### src/rtl/core/ucs_pkg.sv
// Types, constants and helpers shared by the UDP checksum stream unit.
package ucs_pkg;

  localparam logic [15:0] UDP_PROTOCOL = 16'd17;
  localparam logic [15:0] WORD_MASK    = 16'hFFFF;
  localparam int unsigned SUM_W        = 20;

  typedef struct packed {
    logic [31:0] source_address;
    logic [31:0] dest_address;
    logic [7:0]  data_byte;
    logic        has_byte;
    logic        last_item;
  } ucs_item_t;

  typedef struct packed {
    logic [15:0] running_sum;
    logic [7:0]  held_high_byte;
    logic        odd_pending;
    logic [15:0] byte_count;
    logic        count_saturated;
    logic        in_packet;
  } ucs_state_t;

  typedef struct packed {
    logic        emit;
    logic [15:0] checksum_value;
    logic        length_overflow;
  } ucs_result_t;

  // end-around carry fold of a wide sum down to 16 bits
  function automatic logic [15:0] ucs_fold(input logic [SUM_W-1:0] s);
    logic [16:0] f1;
    logic [16:0] f2;
    f1 = {1'b0, s[15:0]} + {13'd0, s[SUM_W-1:16]};
    f2 = {1'b0, f1[15:0]} + {16'd0, f1[16]};
    return f2[15:0];
  endfunction

  function automatic logic [SUM_W-1:0] ucs_ext(input logic [15:0] w);
    return {{(SUM_W-16){1'b0}}, w};
  endfunction

endpackage

### src/rtl/core/ucs_byte_if.sv
// Input byte channel of the UDP checksum stream unit.
interface ucs_byte_if;
  logic        valid;
  logic        ready;
  logic [31:0] source_address;
  logic [31:0] dest_address;
  logic [7:0]  data_byte;
  logic        has_byte;
  logic        last_item;

  modport source (
    output valid, source_address, dest_address, data_byte, has_byte, last_item,
    input  ready
  );
  modport sink (
    input  valid, source_address, dest_address, data_byte, has_byte, last_item,
    output ready
  );
endinterface

### src/rtl/core/ucs_csum_if.sv
// Result channel of the UDP checksum stream unit.
interface ucs_csum_if;
  logic        valid;
  logic        ready;
  logic [15:0] checksum_value;
  logic        length_overflow;

  modport source (
    output valid, checksum_value, length_overflow,
    input  ready
  );
  modport sink (
    input  valid, checksum_value, length_overflow,
    output ready
  );
endinterface

### src/rtl/core/ucs_sum_core.sv
// Per-beat next-state and checksum logic of the UDP checksum stream unit.
module ucs_sum_core import ucs_pkg::*; (
  input  ucs_item_t   item_i,
  input  ucs_state_t  state_i,
  output ucs_state_t  state_o,
  output ucs_result_t result_o
);

  logic [SUM_W-1:0] pseudo_sum;
  logic [SUM_W-1:0] base_sum;
  logic [SUM_W-1:0] pair_word;
  logic [SUM_W-1:0] pad_word;
  logic [SUM_W-1:0] run_sum;
  logic [SUM_W-1:0] final_sum;
  logic [15:0]      base_count;
  logic             base_sat;
  logic             base_odd;
  logic [7:0]       base_held;
  logic [15:0]      count_nx;
  logic             sat_nx;
  logic             odd_nx;
  logic [7:0]       held_nx;
  logic             cnt_full;
  logic [15:0]      folded;
  logic [15:0]      csum;

  assign pseudo_sum = ucs_ext(item_i.source_address[31:16])
                    + ucs_ext(item_i.source_address[15:0])
                    + ucs_ext(item_i.dest_address[31:16])
                    + ucs_ext(item_i.dest_address[15:0])
                    + ucs_ext(UDP_PROTOCOL);

  // a byte or closing beat outside a packet opens one; an idle beat does not
  assign base_sum   = state_i.in_packet ? ucs_ext(state_i.running_sum) : pseudo_sum;
  assign base_count = state_i.in_packet ? state_i.byte_count : 16'd0;
  assign base_sat   = state_i.in_packet & state_i.count_saturated;
  assign base_odd   = state_i.in_packet & state_i.odd_pending;
  assign base_held  = state_i.in_packet ? state_i.held_high_byte : 8'd0;

  assign cnt_full = (base_count == WORD_MASK);

  always_comb begin
    count_nx  = base_count;
    sat_nx    = base_sat;
    odd_nx    = base_odd;
    held_nx   = base_held;
    pair_word = '0;
    if (item_i.has_byte) begin
      if (base_odd) begin
        pair_word = ucs_ext({base_held, item_i.data_byte});
        odd_nx    = 1'b0;
        held_nx   = 8'd0;
      end else begin
        held_nx = item_i.data_byte;
        odd_nx  = 1'b1;
      end
      if (cnt_full) begin
        sat_nx = 1'b1;
      end else begin
        count_nx = base_count + 16'd1;
      end
    end
  end

  assign pad_word  = odd_nx ? ucs_ext({held_nx, 8'd0}) : '0;
  assign run_sum   = base_sum + pair_word;
  assign final_sum = run_sum + pad_word + ucs_ext(count_nx);
  assign folded    = ucs_fold(final_sum);
  assign csum      = ~folded;

  always_comb begin
    if (!item_i.has_byte && !item_i.last_item) begin
      state_o = state_i;
    end else if (item_i.last_item) begin
      state_o = '0;
    end else begin
      state_o.running_sum     = ucs_fold(run_sum);
      state_o.held_high_byte  = held_nx;
      state_o.odd_pending     = odd_nx;
      state_o.byte_count      = count_nx;
      state_o.count_saturated = sat_nx;
      state_o.in_packet       = 1'b1;
    end
  end

  assign result_o.emit            = item_i.last_item;
  assign result_o.checksum_value  = (csum == 16'd0) ? WORD_MASK : csum;
  assign result_o.length_overflow = sat_nx;

endmodule

### src/rtl/core/udp_checksum_stream_unit.sv
// UDP checksum stream unit: one byte per beat, checksum on the closing beat.
// A closing beat's result is loaded into the result register as the beat leaves the input register.
// Throughput: one beat per cycle; the input register and the result register
// decouple the two sides, only a full result register holds a closing beat.
// Reset (rst_ni low, async) clears packet state and both valid flags.
module udp_checksum_stream_unit import ucs_pkg::*; (
  input logic        clk_i,
  input logic        rst_ni,
  ucs_byte_if.sink   in_i,
  ucs_csum_if.source out_o
);

  logic        s1_valid_q;
  ucs_item_t   s1_item_q;
  ucs_state_t  state_q;
  ucs_state_t  state_d;
  ucs_result_t res;
  logic        out_valid_q;
  logic [15:0] out_csum_q;
  logic        out_ovf_q;
  logic        out_space;
  logic        advance;
  logic        in_take;

  ucs_sum_core u_core (
    .item_i   (s1_item_q),
    .state_i  (state_q),
    .state_o  (state_d),
    .result_o (res)
  );

  assign out_space = !out_valid_q || out_o.ready;
  assign advance   = s1_valid_q && (!res.emit || out_space);
  assign in_i.ready = !s1_valid_q || advance;
  assign in_take   = in_i.valid && in_i.ready;

  always_ff @(posedge clk_i or negedge rst_ni) begin
    if (!rst_ni) begin
      s1_valid_q <= 1'b0;
    end else if (in_i.ready) begin
      s1_valid_q <= in_i.valid;
    end
  end

  always_ff @(posedge clk_i) begin
    if (in_take) begin
      s1_item_q.source_address <= in_i.source_address;
      s1_item_q.dest_address   <= in_i.dest_address;
      s1_item_q.data_byte      <= in_i.data_byte;
      s1_item_q.has_byte       <= in_i.has_byte;
      s1_item_q.last_item      <= in_i.last_item;
    end
  end

  always_ff @(posedge clk_i or negedge rst_ni) begin
    if (!rst_ni) begin
      state_q <= '0;
    end else if (advance) begin
      state_q <= state_d;
    end
  end

  always_ff @(posedge clk_i or negedge rst_ni) begin
    if (!rst_ni) begin
      out_valid_q <= 1'b0;
    end else if (out_space) begin
      out_valid_q <= advance && res.emit;
    end
  end

  always_ff @(posedge clk_i) begin
    if (advance && res.emit) begin
      out_csum_q <= res.checksum_value;
      out_ovf_q  <= res.length_overflow;
    end
  end

  assign out_o.valid           = out_valid_q;
  assign out_o.checksum_value  = out_csum_q;
  assign out_o.length_overflow = out_ovf_q;

`ifndef SYNTH
  a_idle_state_clear: assert property (@(posedge clk_i) disable iff (!rst_ni)
    !state_q.in_packet |-> (!state_q.odd_pending && state_q.byte_count == 16'd0
                            && !state_q.count_saturated))
    else $error("packet state not cleared outside a packet");

  a_odd_parity: assert property (@(posedge clk_i) disable iff (!rst_ni)
    (state_q.in_packet && !state_q.count_saturated)
      |-> (state_q.odd_pending == state_q.byte_count[0]))
    else $error("odd byte flag out of step with byte count");

  a_no_zero_csum: assert property (@(posedge clk_i) disable iff (!rst_ni)
    out_valid_q |-> (out_csum_q != 16'd0))
    else $error("zero checksum emitted");

  a_close_loads_result: assert property (@(posedge clk_i) disable iff (!rst_ni)
    (advance && res.emit) |=> out_valid_q)
    else $error("closing beat produced no result");
`endif

endmodule

### src/flat_wrapper.sv
// flat-port wrapper written by rule: the top's interface ports become plain ports
module udp_checksum_stream_unit_flat import ucs_pkg::*;
  (clk_i, rst_ni, in_i_valid, in_i_source_address, in_i_dest_address, in_i_data_byte, in_i_has_byte, in_i_last_item, in_i_ready, out_o_valid, out_o_checksum_value, out_o_length_overflow, out_o_ready);
  ucs_byte_if in_i_i ();
  ucs_csum_if out_o_i ();
  input logic clk_i;
  input logic rst_ni;
  input wire logic [$bits(in_i_i.valid)-1:0] in_i_valid;
  input wire logic [$bits(in_i_i.source_address)-1:0] in_i_source_address;
  input wire logic [$bits(in_i_i.dest_address)-1:0] in_i_dest_address;
  input wire logic [$bits(in_i_i.data_byte)-1:0] in_i_data_byte;
  input wire logic [$bits(in_i_i.has_byte)-1:0] in_i_has_byte;
  input wire logic [$bits(in_i_i.last_item)-1:0] in_i_last_item;
  output wire logic [$bits(in_i_i.ready)-1:0] in_i_ready;
  output wire logic [$bits(out_o_i.valid)-1:0] out_o_valid;
  output wire logic [$bits(out_o_i.checksum_value)-1:0] out_o_checksum_value;
  output wire logic [$bits(out_o_i.length_overflow)-1:0] out_o_length_overflow;
  input wire logic [$bits(out_o_i.ready)-1:0] out_o_ready;
  assign in_i_i.valid = in_i_valid;
  assign in_i_i.source_address = in_i_source_address;
  assign in_i_i.dest_address = in_i_dest_address;
  assign in_i_i.data_byte = in_i_data_byte;
  assign in_i_i.has_byte = in_i_has_byte;
  assign in_i_i.last_item = in_i_last_item;
  assign in_i_ready = in_i_i.ready;
  assign out_o_valid = out_o_i.valid;
  assign out_o_checksum_value = out_o_i.checksum_value;
  assign out_o_length_overflow = out_o_i.length_overflow;
  assign out_o_i.ready = out_o_ready;
  udp_checksum_stream_unit u_core (.clk_i(clk_i), .rst_ni(rst_ni), .in_i(in_i_i), .out_o(out_o_i));
endmodule
### config.mk
export PLATFORM = sky130hd
export DESIGN_NAME = udp_checksum_stream_unit_flat
export DESIGN_NICKNAME = d
export VERILOG_FILES = /design/src/rtl/core/ucs_pkg.sv /design/src/rtl/core/ucs_byte_if.sv /design/src/rtl/core/ucs_csum_if.sv /design/src/rtl/core/ucs_sum_core.sv /design/src/rtl/core/udp_checksum_stream_unit.sv /design/src/flat_wrapper.sv
export SDC_FILE = /design/constraint.sdc
export NUM_CORES = 1
export LEC_CHECK = 0
export BUFFER_PORTS_ARGS = -buffer_cell sky130_fd_sc_hd__buf_2
export CAP_MARGIN = 15
export CORE_MARGIN = 1.5
export CORE_UTILIZATION = 34
export CTS_BUF_LIST = sky130_fd_sc_hd__clkbuf_16
export DETAILED_ROUTE_END_ITERATION = 16
export PLACE_DENSITY = 0.48
export SKIP_LAST_GASP = 1
export SLEW_MARGIN = 20
export SYNTH_ARGS = -nofsm -noshare
export SYNTH_HDL_FRONTEND = slang
export SYNTH_SLANG_ARGS = --single-unit
export TNS_END_PERCENT = 100
### constraint.sdc
create_clock -name clk_i -period 12 [get_ports clk_i]
set_input_delay 0 -clock clk_i [delete_from_list [all_inputs] [get_ports clk_i]]
set_output_delay 0 -clock clk_i [all_outputs]
set_load 0.01 [all_outputs]
# ---- Word-level counts from Yosys, hierarchy flattened
# Cells that the tools add are included.
dict set report word_totals {
  reg_bits 136
  inputBits 78
  elab_cells 60
  out_inout_bits 19
}
dict set report classes {
  eq_ne 1
  bitwise_logic 4
  n_mux 15
  reduce_logical 13
  addsub 12
}
# operator count
set ops {}
lappend ops {{two-way mux 16 bit} 6}
lappend ops {{adder 20 x 16 -> 20 bit} 4}
lappend ops {{two-way mux 43 bit} 1}
lappend ops {{adder 16 x 4 -> 17 bit} 2}
lappend ops {{adder 16 x 1 -> 16 bit} 2}
lappend ops {{two-way mux 8 bit} 3}
lappend ops {{adder 20 bit} 1}
lappend ops {{adder 20 x 5 -> 20 bit, second input constant} 1}
lappend ops {{two-way mux 20 bit} 1}
lappend ops {{adder 16 x 16 -> 17 bit} 1}
lappend ops {{adder 16 x 1 -> 16 bit, second input constant} 1}
lappend ops {{== test 16 bit, second input constant} 1}
lappend ops {{logical NOT 16 bit} 1}
lappend ops {{inverter 16 bit} 1}
lappend ops {{logical AND 1 bit} 4}
lappend ops {{logical NOT 1 bit} 4}
lappend ops {{two-way mux 1 bit} 4}
lappend ops {{logical OR 1 bit} 3}
lappend ops {{AND 1 bit} 2}
lappend ops {{AND reduction 2 bit} 1}
lappend ops {{inverter 1 bit} 1}

# ---- Logic depth before layout (Yosys ltp)
# Gate-level depths: netlist of run 1.
dict set report logic_depth {
  word_depth 12
  mapped_depth 60
  depth_no_buf 59
}

# ---- By module
# From an unflattened synthesis of run 1, not the netlist that was laid out.
dict set report unflattened {
  cells_unflattened 1347
  area_unflattened_um2 12787.3
}
# module cells_each n_inst area_per_inst_um2 seq_area_each_um2
set modules_own_cells {}
lappend modules_own_cells {ucs_sum_core 1001 1 7369.6 0.0}
lappend modules_own_cells {udp_checksum_stream_unit 346 1 5417.7 3858.7}

# ---- Least setup slack after synthesis of run 1
# OpenSTA, ideal clock, no wires.
dict set report synth_timing {
  path_type {reg-to-reg}
  start {register u_core.s1_item_q[43] in the netlist's numbering}
  end {register u_core.out_csum_q[14] (netlist: u_core.out_o.checksum_value[14]) (data pin)}
  required_time_ns 11.869
  path_buffers 2
  synth_period_minus_slack_ns 10.846
  path_stages_with_launch 53
  path_slack_ns 1.154
  t_arrival_ns 10.715
  setup_time_ns 0.131
  cell_sequence {edfxtp_1 > ha_1 > a21o_1 > a21oi_1 > o21ai_0 > a21oi_1 > nand2b_1 > a21boi_0 > o31a_1 > o41ai_1 > o21bai_1 > a21oi_1 > xnor2_1 > fa_1 > ha_1 > ha_1 > nand3_1 > o21ai_0 > [... 17 more ...] > nand2b_1 > a21oi_1 > and3_4 > nand2_1 > nor2_1 > nand4_1 > nor3_1 > ha_1 > and3_1 > buf_1 > nand4_2 > a21oi_2 > xnor2_1 > o31a_1 > nor4_4 > nand4_4 > buf_6 > nand2_1}
}
dict set report synth_between {
  elab_chain_cells 12
}
# element line
set synth_lines {}
lappend synth_lines {{from (decl)} udp_checksum_stream_unit.sv:14} ;# ucs_item_t s1_item_q;
lappend synth_lines {{adder 16 x 16 -> 17 bit *} ucs_sum_core.sv:28} ;# + ucs_ext(item_i.source_address[15:0])
lappend synth_lines {{adder 20 x 16 -> 20 bit *} ucs_sum_core.sv:29} ;# + ucs_ext(item_i.dest_address[31:16])
lappend synth_lines {{adder 20 x 16 -> 20 bit *} ucs_sum_core.sv:30} ;# + ucs_ext(item_i.dest_address[15:0])
lappend synth_lines {{adder 20 x 5 -> 20 bit *} ucs_sum_core.sv:31} ;# + ucs_ext(UDP_PROTOCOL);
lappend synth_lines {{two-way mux 20 bit *} ucs_sum_core.sv:34} ;# assign base_sum = state_i.in_packet ? ucs_ext(state_i.running_sum) : pseudo_sum;
lappend synth_lines {{adder 20 bit *} ucs_sum_core.sv:66} ;# assign run_sum = base_sum + pair_word;
lappend synth_lines {{adder 20 x 16 -> 20 bit * (2 in series)} ucs_sum_core.sv:67} ;# assign final_sum = run_sum + pad_word + ucs_ext(count_nx);
lappend synth_lines {{adder 16 x 4 -> 17 bit *} ucs_pkg.sv:35} ;# f1 = {1'b0, s[15:0]} + {13'd0, s[SUM_W-1:16]};
lappend synth_lines {{adder 16 x 1 -> 16 bit *} ucs_pkg.sv:36} ;# f2 = {1'b0, f1[15:0]} + {16'd0, f1[16]};
lappend synth_lines {{inverter 16 bit *} ucs_sum_core.sv:69} ;# assign csum = ~folded;
lappend synth_lines {{logical NOT 16 bit} ucs_sum_core.sv:87} ;# assign result_o.checksum_value = (csum == 16'd0) ? WORD_MASK : csum;
lappend synth_lines {{to (signal assigned)} udp_checksum_stream_unit.sv:73} ;# out_csum_q <= res.checksum_value;
lappend synth_lines {{to (decl)} udp_checksum_stream_unit.sv:19} ;# logic [15:0] out_csum_q;
# Mark *: on every way between the ends. The rest lies on a longest branch, timed or not.
# A chain may end at the register's enable or synchronous reset.

# ---- Final worst setup path of run 1
dict set report layout_timing {
  start {register u_core.s1_item_q[43] in the netlist's numbering}
  end {register u_core.out_csum_q[0] (netlist: u_core.out_o.checksum_value[0]) (data pin)}
}
# Same word-level chain as after synthesis.

==> results of run 1 <==
metal layers:
metal	up-vias	share of wire	global-route usage
met5	-	0	0
met4	0	0.023	0.0587
met3	29	0.026	0.0325
met2	162	0.49	0.302
met1	4365	0.46	0.212
li1	4576	-	-
how the worst max path moves through the flow:
stage / start / end / cells past startpoint
after global placement: u_core.s1_item_q[42] / u_core.out_o.checksum_value[10] / 56
final: u_core.s1_item_q[43] / u_core.out_o.checksum_value[0] / 52
after floorplan: u_core.s1_item_q[43] / u_core.out_o.checksum_value[14] / 52
after detailed placement: u_core.s1_item_q[42] / u_core.out_o.checksum_value[0] / 54
after CTS: u_core.s1_item_q[42] / u_core.out_o.checksum_value[0] / 56
after global routing: u_core.s1_item_q[43] / u_core.out_o.checksum_value[0] / 52
cell usage in the layout (no fill, tap or decap), types with 6 or more instances in the layout:
| master | n |
|---|---|
| and2_1 | 11 |
| xnor2_1 | 57 |
| a21oi_1 | 38 |
| nand2b_1 | 13 |
| fa_1 | 29 |
| edfxtp_1 | 91 |
| a21o_1 | 16 |
| nor2_1 | 70 |
| nor2b_1 | 13 |
| nor3_1 | 17 |
| clkbuf_16 | 17 |
| xor2_1 | 36 |
| or3_1 | 10 |
| ha_2 | 10 |
| nand2_1 | 111 |
| nand4_1 | 16 |
| o211ai_1 | 10 |
| inv_1 | 78 |
| a31oi_1 | 14 |
| a22o_1 | 21 |
| buf_2 | 96 |
| o21ai_0 | 64 |
| o21a_1 | 14 |
| dfrtp_1 | 45 |
| o21ai_1 | 7 |
| nand3_1 | 33 |
| ha_1 | 93 |
| nor4_1 | 7 |
| dlygate4sd3_1 | 78 |
| a21boi_0 | 6 |
| buf_4 | 31 |
| and3_1 | 27 |
logic make-up (layout without fill, tap and decap cells):
logic type	after synthesis	in the layout	share of synthesized area
AO/OA/AOI/OAI	277	277	0.174
XOR/XNOR	102	102	0.0852
adder cells (fa/ha/maj)	132	132	0.168
buffers and inverters	109	314	0.0387
flip-flops	136	136	0.346
multiplexers	7	7	0.00673
other	1	1	0.000336
AND/OR/NAND/NOR	381	382	0.181
sequential cells by signal, summed over array words and instances (netlist names):
signal and flops:
u_core.state_q 43, u_core.out_o.checksum_value 16, u_core.out_o.valid 1, u_core.s1_valid_q 1
u_core.out_o.length_overflow 1, u_core.s1_item_q 74
repair_timing:
| action | CTS | global route |
|---|---|---|
| hold endpoints to repair | 124 | 0 |
| setup buffers | 0 | 13 |
| endpoints found under the setup margin | 0 | 16 |
| gates resized for setup | 0 | 46 |
| hold buffers | 78 | 0 |
worst register-to-register path, delay by kind of cell, from the launching register on:
kind	cells	cell delay, ns
buffers and inverters	5	0.56
DFF	1	0.40
adders and majority gates	10	3.46
AOI/OAI and AO/OA	19	3.35
and+or+nand+nor	14	2.80
xor gates and xnor gates	4	0.53
area by class of cell:
class	instances	area, um2	share of cell area
multi-input combinational	901	7050	0.510
sequential	136	3860	0.279
timing repair buffer	205	1490	0.108
tap	442	553	0.0400
clock buffer	17	425	0.0308
inverter	77	289	0.0209
clock inverter	15	161	0.0117
metrics by stage:
step / setup slack [ns] / instance area (um2)
2_1_floorplan: 1.15 / 11100
6_report: 0.768 / 13800
3_5_place_dp: 0.104 / 12200
5_1_grt: -0.0884 / 13800
4_1_cts: 0.0860 / 13500
3_3_place_gp: 0.329 / 12200
where the power goes:
group          total (mW)  switching (mW)  internal [mW]
registers           0.619          0.0273          0.592
logic                2.07            1.21          0.857
clock network       0.536           0.213          0.323
==> results.cfg, run 1 <==
[run_status]
status = finished clean

[worst_setup_path]
critPathSlowestCell = fa_1
cp_num_buf_inv = 5
path_delay_family = adder cells
r2r_slack_ns = 0.77
crit_fanout = 8
required_ns = 12.29
r2r.worst_path.cells = 52
startpoint_type = flop
critPathArrivalTime_ns = 11.52
worstSetupPathType = reg2reg
critical_path.most_common_cell = ha_1
worstReg2RegEnd = u_core.out_o.checksum_value[0]
critPathCaptureType = flop
r2r_start = u_core.s1_item_q[43]
worst_path_largest_cell_delay_ns = 0.56

[clocking]
cts_tree = built
clkTransAtPathRegs_ns = 0.07
clock_latency_ns = 0.44
h-tree-depth = 4
cts.path.max_buffers = 2
cts.sinks = 136
root_buffer = clkbuf_16
cts_buffers = 17

[synth]
synth.yosys.seq_area_share = 0.346
synth_area_leader_cell = edfxtp_1
synthArstFlopShare = 0.331
synth.distinct_cells = 98
synth_most_common_cell = nand2_1
synth_area_um2 = 11100
synthFlopType = edfxtp_1
avgSynthCellArea_um2 = 9.74
synth-seq-cells = 136
netlist_top_cells_area = edfxtp_1, ha_1, dfrtp_1
synthesis.instances = 1145
synth_edf_count = 91
yosys_warnings = 0
synth.net_count = 1355
synth_top_area_share = 0.245
ys_top_cells_by_count = nand2_1, ha_1, edfxtp_1

[timing]
fin_crit_ns = 11.23
hold_ws_ns = 0.234
clock_skew_ns = 0.0137
relSlewSlack = 0.314
fin_crit_sh = 0.936
max_freq_ghz = 0.0890
slew_viol_final = 0
hold_viol_final = 0
tns_ns = 0
finalSetupViolations = 0
worstMarginPinSlew_ns = 1.01

[power_and_ir_drop]
power_density_nw_per_um2 = 233
worst_ir_drop_vdd_uv = 154
leakagePower_nw = 5.83
power_mw = 3.22

[global_routing]
grt_pass1_vias = 9001
grt_pass1_wl_um = 45500
grt_max_degree = 72
grt-ovfl-total = 0
grtUsageTotal = 0.173
antenna_found_initial = 0

[floorplan]
dieWidth_um = 184
die_h_um = 184
ios = 97
core-area_um2 = 32400
core.rowCount = 66
initial_utilization = 0.344
die-area_um2 = 33900

[place]
portBuffers = 96
gp_congestion = 0.881
dpl.hpwl_um = 21200
dp_cells = 1669

[routing]
drt_wl_total_um = 28600
wl_per_cell_um = 15.9
detail-route-antenna-nets = 0
first_pass_iters = 5
vias = 9132
drc_errors = 0
vias_per_cell = 5.09
drt-initial-drc-count = 433

[finish]
diodes = 0
fin_cells = 1793
fill_cells = 3164
drive_above_1_share = 0.175
area_delta_synth_final_pct = 24.0
nets = 1548
final_util = 0.427

[job]
maxCapViolCount = 0

[min_path]
worst_hold_path_type = in2async
Note: power is estimated with default switching activity, not from simulation.
==> run 2: changes to the inputs <==
--- a/config.mk
+++ b/config.mk
@@ -7,11 +7,13 @@
 export LEC_CHECK = 0
 export BUFFER_PORTS_ARGS = -buffer_cell sky130_fd_sc_hd__buf_2
 export CAP_MARGIN = 15
+export CELL_PAD_IN_SITES_DETAIL_PLACEMENT = 1
+export CELL_PAD_IN_SITES_GLOBAL_PLACEMENT = 2
 export CORE_MARGIN = 1.5
 export CORE_UTILIZATION = 34
 export CTS_BUF_LIST = sky130_fd_sc_hd__clkbuf_16
 export DETAILED_ROUTE_END_ITERATION = 16
-export PLACE_DENSITY = 0.48
+export PLACE_DENSITY = 0.7
 export SKIP_LAST_GASP = 1
 export SLEW_MARGIN = 20
 export SYNTH_ARGS = -nofsm -noshare
==> run 2 against run 1 <==
Effect of this change:
- critical path depth unchanged
- worst setup slack lost 0.11 ns
- die area stayed put
- sequential share of layout area hardly changed
- routed wire length rose by 9.4%
- hold slack improved by 0.0027 ns
- core utilization is essentially flat
- cell count decreased by 0.33%
- critical endpoint is now u_core.out_o.checksum_value[10]
- largest cell class unchanged
==> results.cfg, run 2 (synthesis results as in run 1) <==
[run_status]
status = finished clean

[floorplan]
core.rowCount = 66
die-area_um2 = 33900
initial_utilization = 0.344
dieWidth_um = 184
die_h_um = 184
core-area_um2 = 32400
ios = 97

[clocking]
clock_latency_ns = 0.44
cts_tree = built
cts.path.max_buffers = 2
h-tree-depth = 4
clkTransAtPathRegs_ns = 0.06
root_buffer = clkbuf_16
cts_buffers = 17
cts.sinks = 136

[timing]
finalWorstSetupSlack_ns = 0.661
relSlewSlack = 0.324
worstMarginPinSlew_ns = 0.999
max_freq_ghz = 0.0882
finalSetupViolations = 0
fin_crit_ns = 11.34
clock_skew_ns = 0.0106
slew_viol_final = 0
hold_viol_final = 0
fin_crit_sh = 0.945

[finish]
largest_reg_flops = 74
area_delta_synth_final_pct = 24.0
nets = 1542
diodes = 0
seq_area_um2 = 3860
final_cell_mix = nand2_1, buf_2, ha_1
finalInstanceArea_um2 = 13800
layout_commonest_cell = nand2_1
drive_above_1_share = 0.180
fill_cells = 3701
largest_register = u_core.s1_item_q
fin_cells = 1787
multi_input_area_um2 = 7060

[routing]
drc_errors = 0
first_pass_iters = 4
drt_wl_total_um = 31300
vias_per_cell = 5.13
vias = 9176
wl_per_cell_um = 17.5
detail-route-antenna-nets = 0
drt-initial-drc-count = 295

[global_routing]
grt-ovfl-total = 0
grt_pass1_vias = 9577
grt_pass1_wl_um = 50000
grtUsageTotal = 0.192
antenna_found_initial = 0
grt_max_degree = 75

[place]
dpl.hpwl_um = 23300
portBuffers = 96
dpl-instance-area_um2 = 12200
pre_cts_slack_ns = -0.0781
gp_congestion = 0.828
dp_cells = 1668

[worst_setup_path]
critPathCaptureType = flop
critical_path.most_common_cell = ha_1
critPathArrivalTime_ns = 11.65
required_ns = 12.31
startpoint_type = flop
crit_fanout = 15
worst_path_largest_cell_delay_ns = 0.56
worstSetupPathType = reg2reg
r2r_start = u_core.s1_item_q[43]
critPathSlowestCell = fa_1
crit_path_start = u_core.s1_item_q[43]

[min_path]
worst_hold_path_type = in2async

[power_and_ir_drop]
worst_ir_drop_vdd_uv = 115
leakagePower_nw = 5.83
power_density_nw_per_um2 = 233

[job]
maxCapViolCount = 0
==> run 2: area by class of cell <==
cell class | instances | share of cell area
multi-input cells | 900 | 0.511
inverters | 77 | 0.0209
well taps | 442 | 0.0400
clock inverters | 15 | 0.0122
clock buffers | 17 | 0.0308
repair buffers | 200 | 0.106
flip-flops and latches | 136 | 0.279
==> run 2: timing repair <==
| action | in CTS | in global routing |
|---|---|---|
| gates resized for setup | 2 | 55 |
| setup buffers | 1 | 8 |
| pin swaps | 1 | 13 |
| endpoints found under the setup margin | 15 | 16 |
| endpoints found under the hold margin | 122 | 0 |
| hold buffers | 78 | 0 |
==> run 2: final timing paths <==
kind / to / slack, ns / depth (start not counted)
setup reg to reg: u_core.out_o.checksum_value[10] / 0.66 / 52
hold / removal: u_core.state_q[1] / 0.24 / 3
max in group asynchronous: u_core.state_q[28] / 11.30 / 3
setup / recovery: u_core.out_o.checksum_value[10] / 0.66 / 52
hold reg to reg: u_core.state_q[38] / 0.49 / 2
min in group clk_i: u_core.s1_item_q[17] / 0.26 / 2
==> run 2: critical path: cells and delay by family, from the launching register on <==
family	cells	cell delay, ns
AO/OA/AOI/OAI	17	2.85
flip-flops	1	0.42
AND/OR/NAND/NOR	16	3.08
buffers and inverters	5	0.56
XOR/XNOR	4	0.71
adder cells (fa/ha/maj)	10	3.54
==> run 2: routing by layer <==
metal / track usage / vias to the layer above / wire length, um
met3: 0.0275 / 41 / 693
li1: - / 4553 / -
met1: 0.223 / 4451 / 13700
met2: 0.352 / 131 / 16000
met4: 0.0770 / 0 / 905
met5: 0 / - / 0
==> run 2: per-stage QoR <==
stage | setup TNS, ns | utilization | total power, mW | hold slack, ns
finish | 0 | 0.427 | 3.22 | 0.237
detailed placement | -0.735 | 0.376 | 2.57 | 0.168
CTS | 0 | 0.419 | 3.15 | 0.228
floorplan | 0 | - | 2.07 | -0.296
global route | -1.02 | 0.427 | 3.51 | 0.252
global placement | 0 | 0.376 | 2.55 | 0.159
==> run 2: power breakdown <==
| group | internal (mW) | switching (mW) | leakage, nW | total [mW] |
|---|---|---|---|---|
| clock network | 0.311 | 0.228 | 0.299 | 0.539 |
| registers | 0.592 | 0.0311 | 1.48 | 0.623 |
| logic | 0.832 | 1.23 | 4.04 | 2.06 |
| total | 1.74 | 1.49 | 5.83 | 3.22 |
==> run 3: changes to the inputs <==
--- a/config.mk
+++ b/config.mk
@@ -13,7 +13,7 @@
 export CORE_UTILIZATION = 34
 export CTS_BUF_LIST = sky130_fd_sc_hd__clkbuf_16
 export DETAILED_ROUTE_END_ITERATION = 16
-export PLACE_DENSITY = 0.7
+export PLACE_DENSITY_LB_ADDON = 0.1
 export SKIP_LAST_GASP = 1
 export SLEW_MARGIN = 20
 export SYNTH_ARGS = -nofsm -noshare
==> run 3 against run 2 <==
Effect of this change:
- sequential power up 1%
- global-route usage increased by 0.54 points
- critical path depth increased by 1
- clock power shrank 1%
- sequential share of layout area barely moved
- highest routed layer unchanged
- core utilization barely moved
==> results.cfg, run 3 (synthesis results as in run 1) <==
[run_status]
status = finished clean

[power_and_ir_drop]
power_density_nw_per_um2 = 234
p_sw_mw = 1.49
leakagePower_nw = 5.84
power_frac_clock = 0.164
seqPwrFrac = 0.195
p_comb_frac = 0.641
worst_ir_drop_vdd_uv = 143
intPower_mw = 1.74
swShare = 0.462

[timing]
fin_crit_ns = 11.20
worstMarginPinSlew_ns = 0.906
slew_viol_final = 0
finalSetupViolations = 0
clock_skew_ns = 0.0127
hold_viol_final = 0
tns_ns = 0
relSlewSlack = 0.396
max_freq_ghz = 0.0893
hold_ws_ns = 0.220
fin_crit_sh = 0.933

[place]
gp_congestion = 0.791
portBuffers = 96
dp_cells = 1670
dpl.hpwl_um = 23900

[worst_setup_path]
r2r_start = u_core.s1_item_q[43]
critPathSlowestCell = fa_1
worstReg2RegEnd = u_core.out_o.checksum_value[5]
startpoint_type = flop
worst_path_largest_cell_delay_ns = 0.56
r2r_slack_ns = 0.80
critical_path.most_common_cell = ha_1
worstSetupPathType = reg2reg
r2r.worst_path.cells = 53
crit_fanout = 11
required_ns = 12.30
critPathArrivalTime_ns = 11.50
critPathCaptureType = flop

[floorplan]
dieWidth_um = 184
core.rowCount = 66
die_h_um = 184
initial_utilization = 0.344
die-area_um2 = 33900
core-area_um2 = 32400
ios = 97

[global_routing]
grt_pass1_vias = 9486
antenna_found_initial = 1
grt_max_degree = 71
grt-ovfl-total = 0
grtUsageTotal = 0.197
grt_pass1_wl_um = 51100

[clocking]
root_buffer = clkbuf_16
cts.sinks = 136
clock_latency_ns = 0.45
cts_buffers = 17
cts.path.max_buffers = 2
clkTransAtPathRegs_ns = 0.07
cts_tree = built
h-tree-depth = 4

[finish]
fill_cells = 3710
fin_cells = 1794
multi_input_area_um2 = 7020
nets = 1548
layout_commonest_cell = nand2_1
final_util = 0.427
largest_reg_flops = 74
area_delta_synth_final_pct = 23.9
seq_area_um2 = 3860
final_cell_mix = nand2_1, ha_1, buf_2
largest_register = u_core.s1_item_q
drive_above_1_share = 0.177

[job]
maxCapViolCount = 0

[routing]
drt-initial-drc-count = 393
first_pass_iters = 5
drt_wl_total_um = 32200
detail-route-antenna-nets = 0
drc_errors = 0
vias = 9175
vias_per_cell = 5.11
wl_per_cell_um = 17.9

[min_path]
worst_hold_path_type = in2async
[run 3: cell count changes in the layout (fill, tap and decap cells not counted), moves of 3 or more]
| cell | previous run | this run |
|---|---|---|
| buf_4 | 25 | 31 |
| ha_1 | 92 | 97 |
| clkinvlp_4 | 0 | 4 |
| ha_2 | 10 | 6 |
| inv_8 | 3 | 0 |
| nor2_1 | 67 | 70 |
| nor2_2 | 3 | 0 |
[run 3: routing by layer]
metal / track usage / wire (um) / vias to the layer above
met1: 0.250 / 15000 / 4482
met2: 0.343 / 16100 / 112
met3: 0.0396 / 761 / 19
li1: - / - / 4562
met4: 0.0502 / 420 / 0
met5: 0 / 0 / -
[run 3: worst max path at each step]
stage	cells after the start	startpoint	end
after floorplan	52	u_core.s1_item_q[43]	u_core.out_o.checksum_value[14]
after global placement	56	u_core.s1_item_q[42]	u_core.out_o.checksum_value[10]
after detailed placement	56	u_core.s1_item_q[58]	u_core.out_o.checksum_value[2]
after CTS	57	u_core.s1_item_q[58]	u_core.out_o.checksum_value[14]
after global routing	53	u_core.s1_item_q[43]	u_core.out_o.checksum_value[14]
final	53	u_core.s1_item_q[43]	u_core.out_o.checksum_value[5]
[run 3: power by group through the flow]
stage / Combinational (mW) / Sequential (mW) / Clock (mW)
after floorplan: 1.44 / 0.634 / 0
after global placement: 1.95 / 0.638 / 0
after detailed placement: 1.96 / 0.636 / 0
after CTS: 1.99 / 0.630 / 0.547
after global routing: 2.31 / 0.637 / 0.566
final: 2.07 / 0.629 / 0.531
[run 3: layout make-up]
cell class,count,share of cell area
Timing Repair Buffer,206,0.110
Antenna cell,1,0.000181
Clock buffer,17,0.0308
Clock inverter,15,0.0112
Sequential cell,136,0.279
Multi-Input combinational cell,900,0.508
Inverter,77,0.0209
Tap cell,442,0.0400
[run 3: stage by stage]
step | area (um2) | total power [mW] | worst slack (ns)
after CTS | 13600 | 3.17 | 0.0631
after floorplan | 11100 | 2.07 | 1.15
final | 13800 | 3.23 | 0.801
after global placement | 12200 | 2.59 | 0.205
after detailed placement | 12200 | 2.59 | -0.0486
after global routing | 13800 | 3.51 | -0.0137
[run 3: critical path: cells and delay by family (launching register included)]
family                   cells  cell delay (ns)
buffers and inverters        5             0.55
XOR/XNOR                     4             0.61
AND/OR/NAND/NOR             16             3.06
flip-flops                   1             0.40
adder cells (fa/ha/maj)     11             3.67
AO/OA/AOI/OAI               17             2.78
[run 3: timing repair]
action                                  in CTS  in global routing
buffers inserted                             2                 11
endpoints found under the setup margin      15                 16
resized for setup                            1                 45
hold buffers                                78                  0
pin swaps                                    1                 11
endpoints found under the hold margin      126                  0
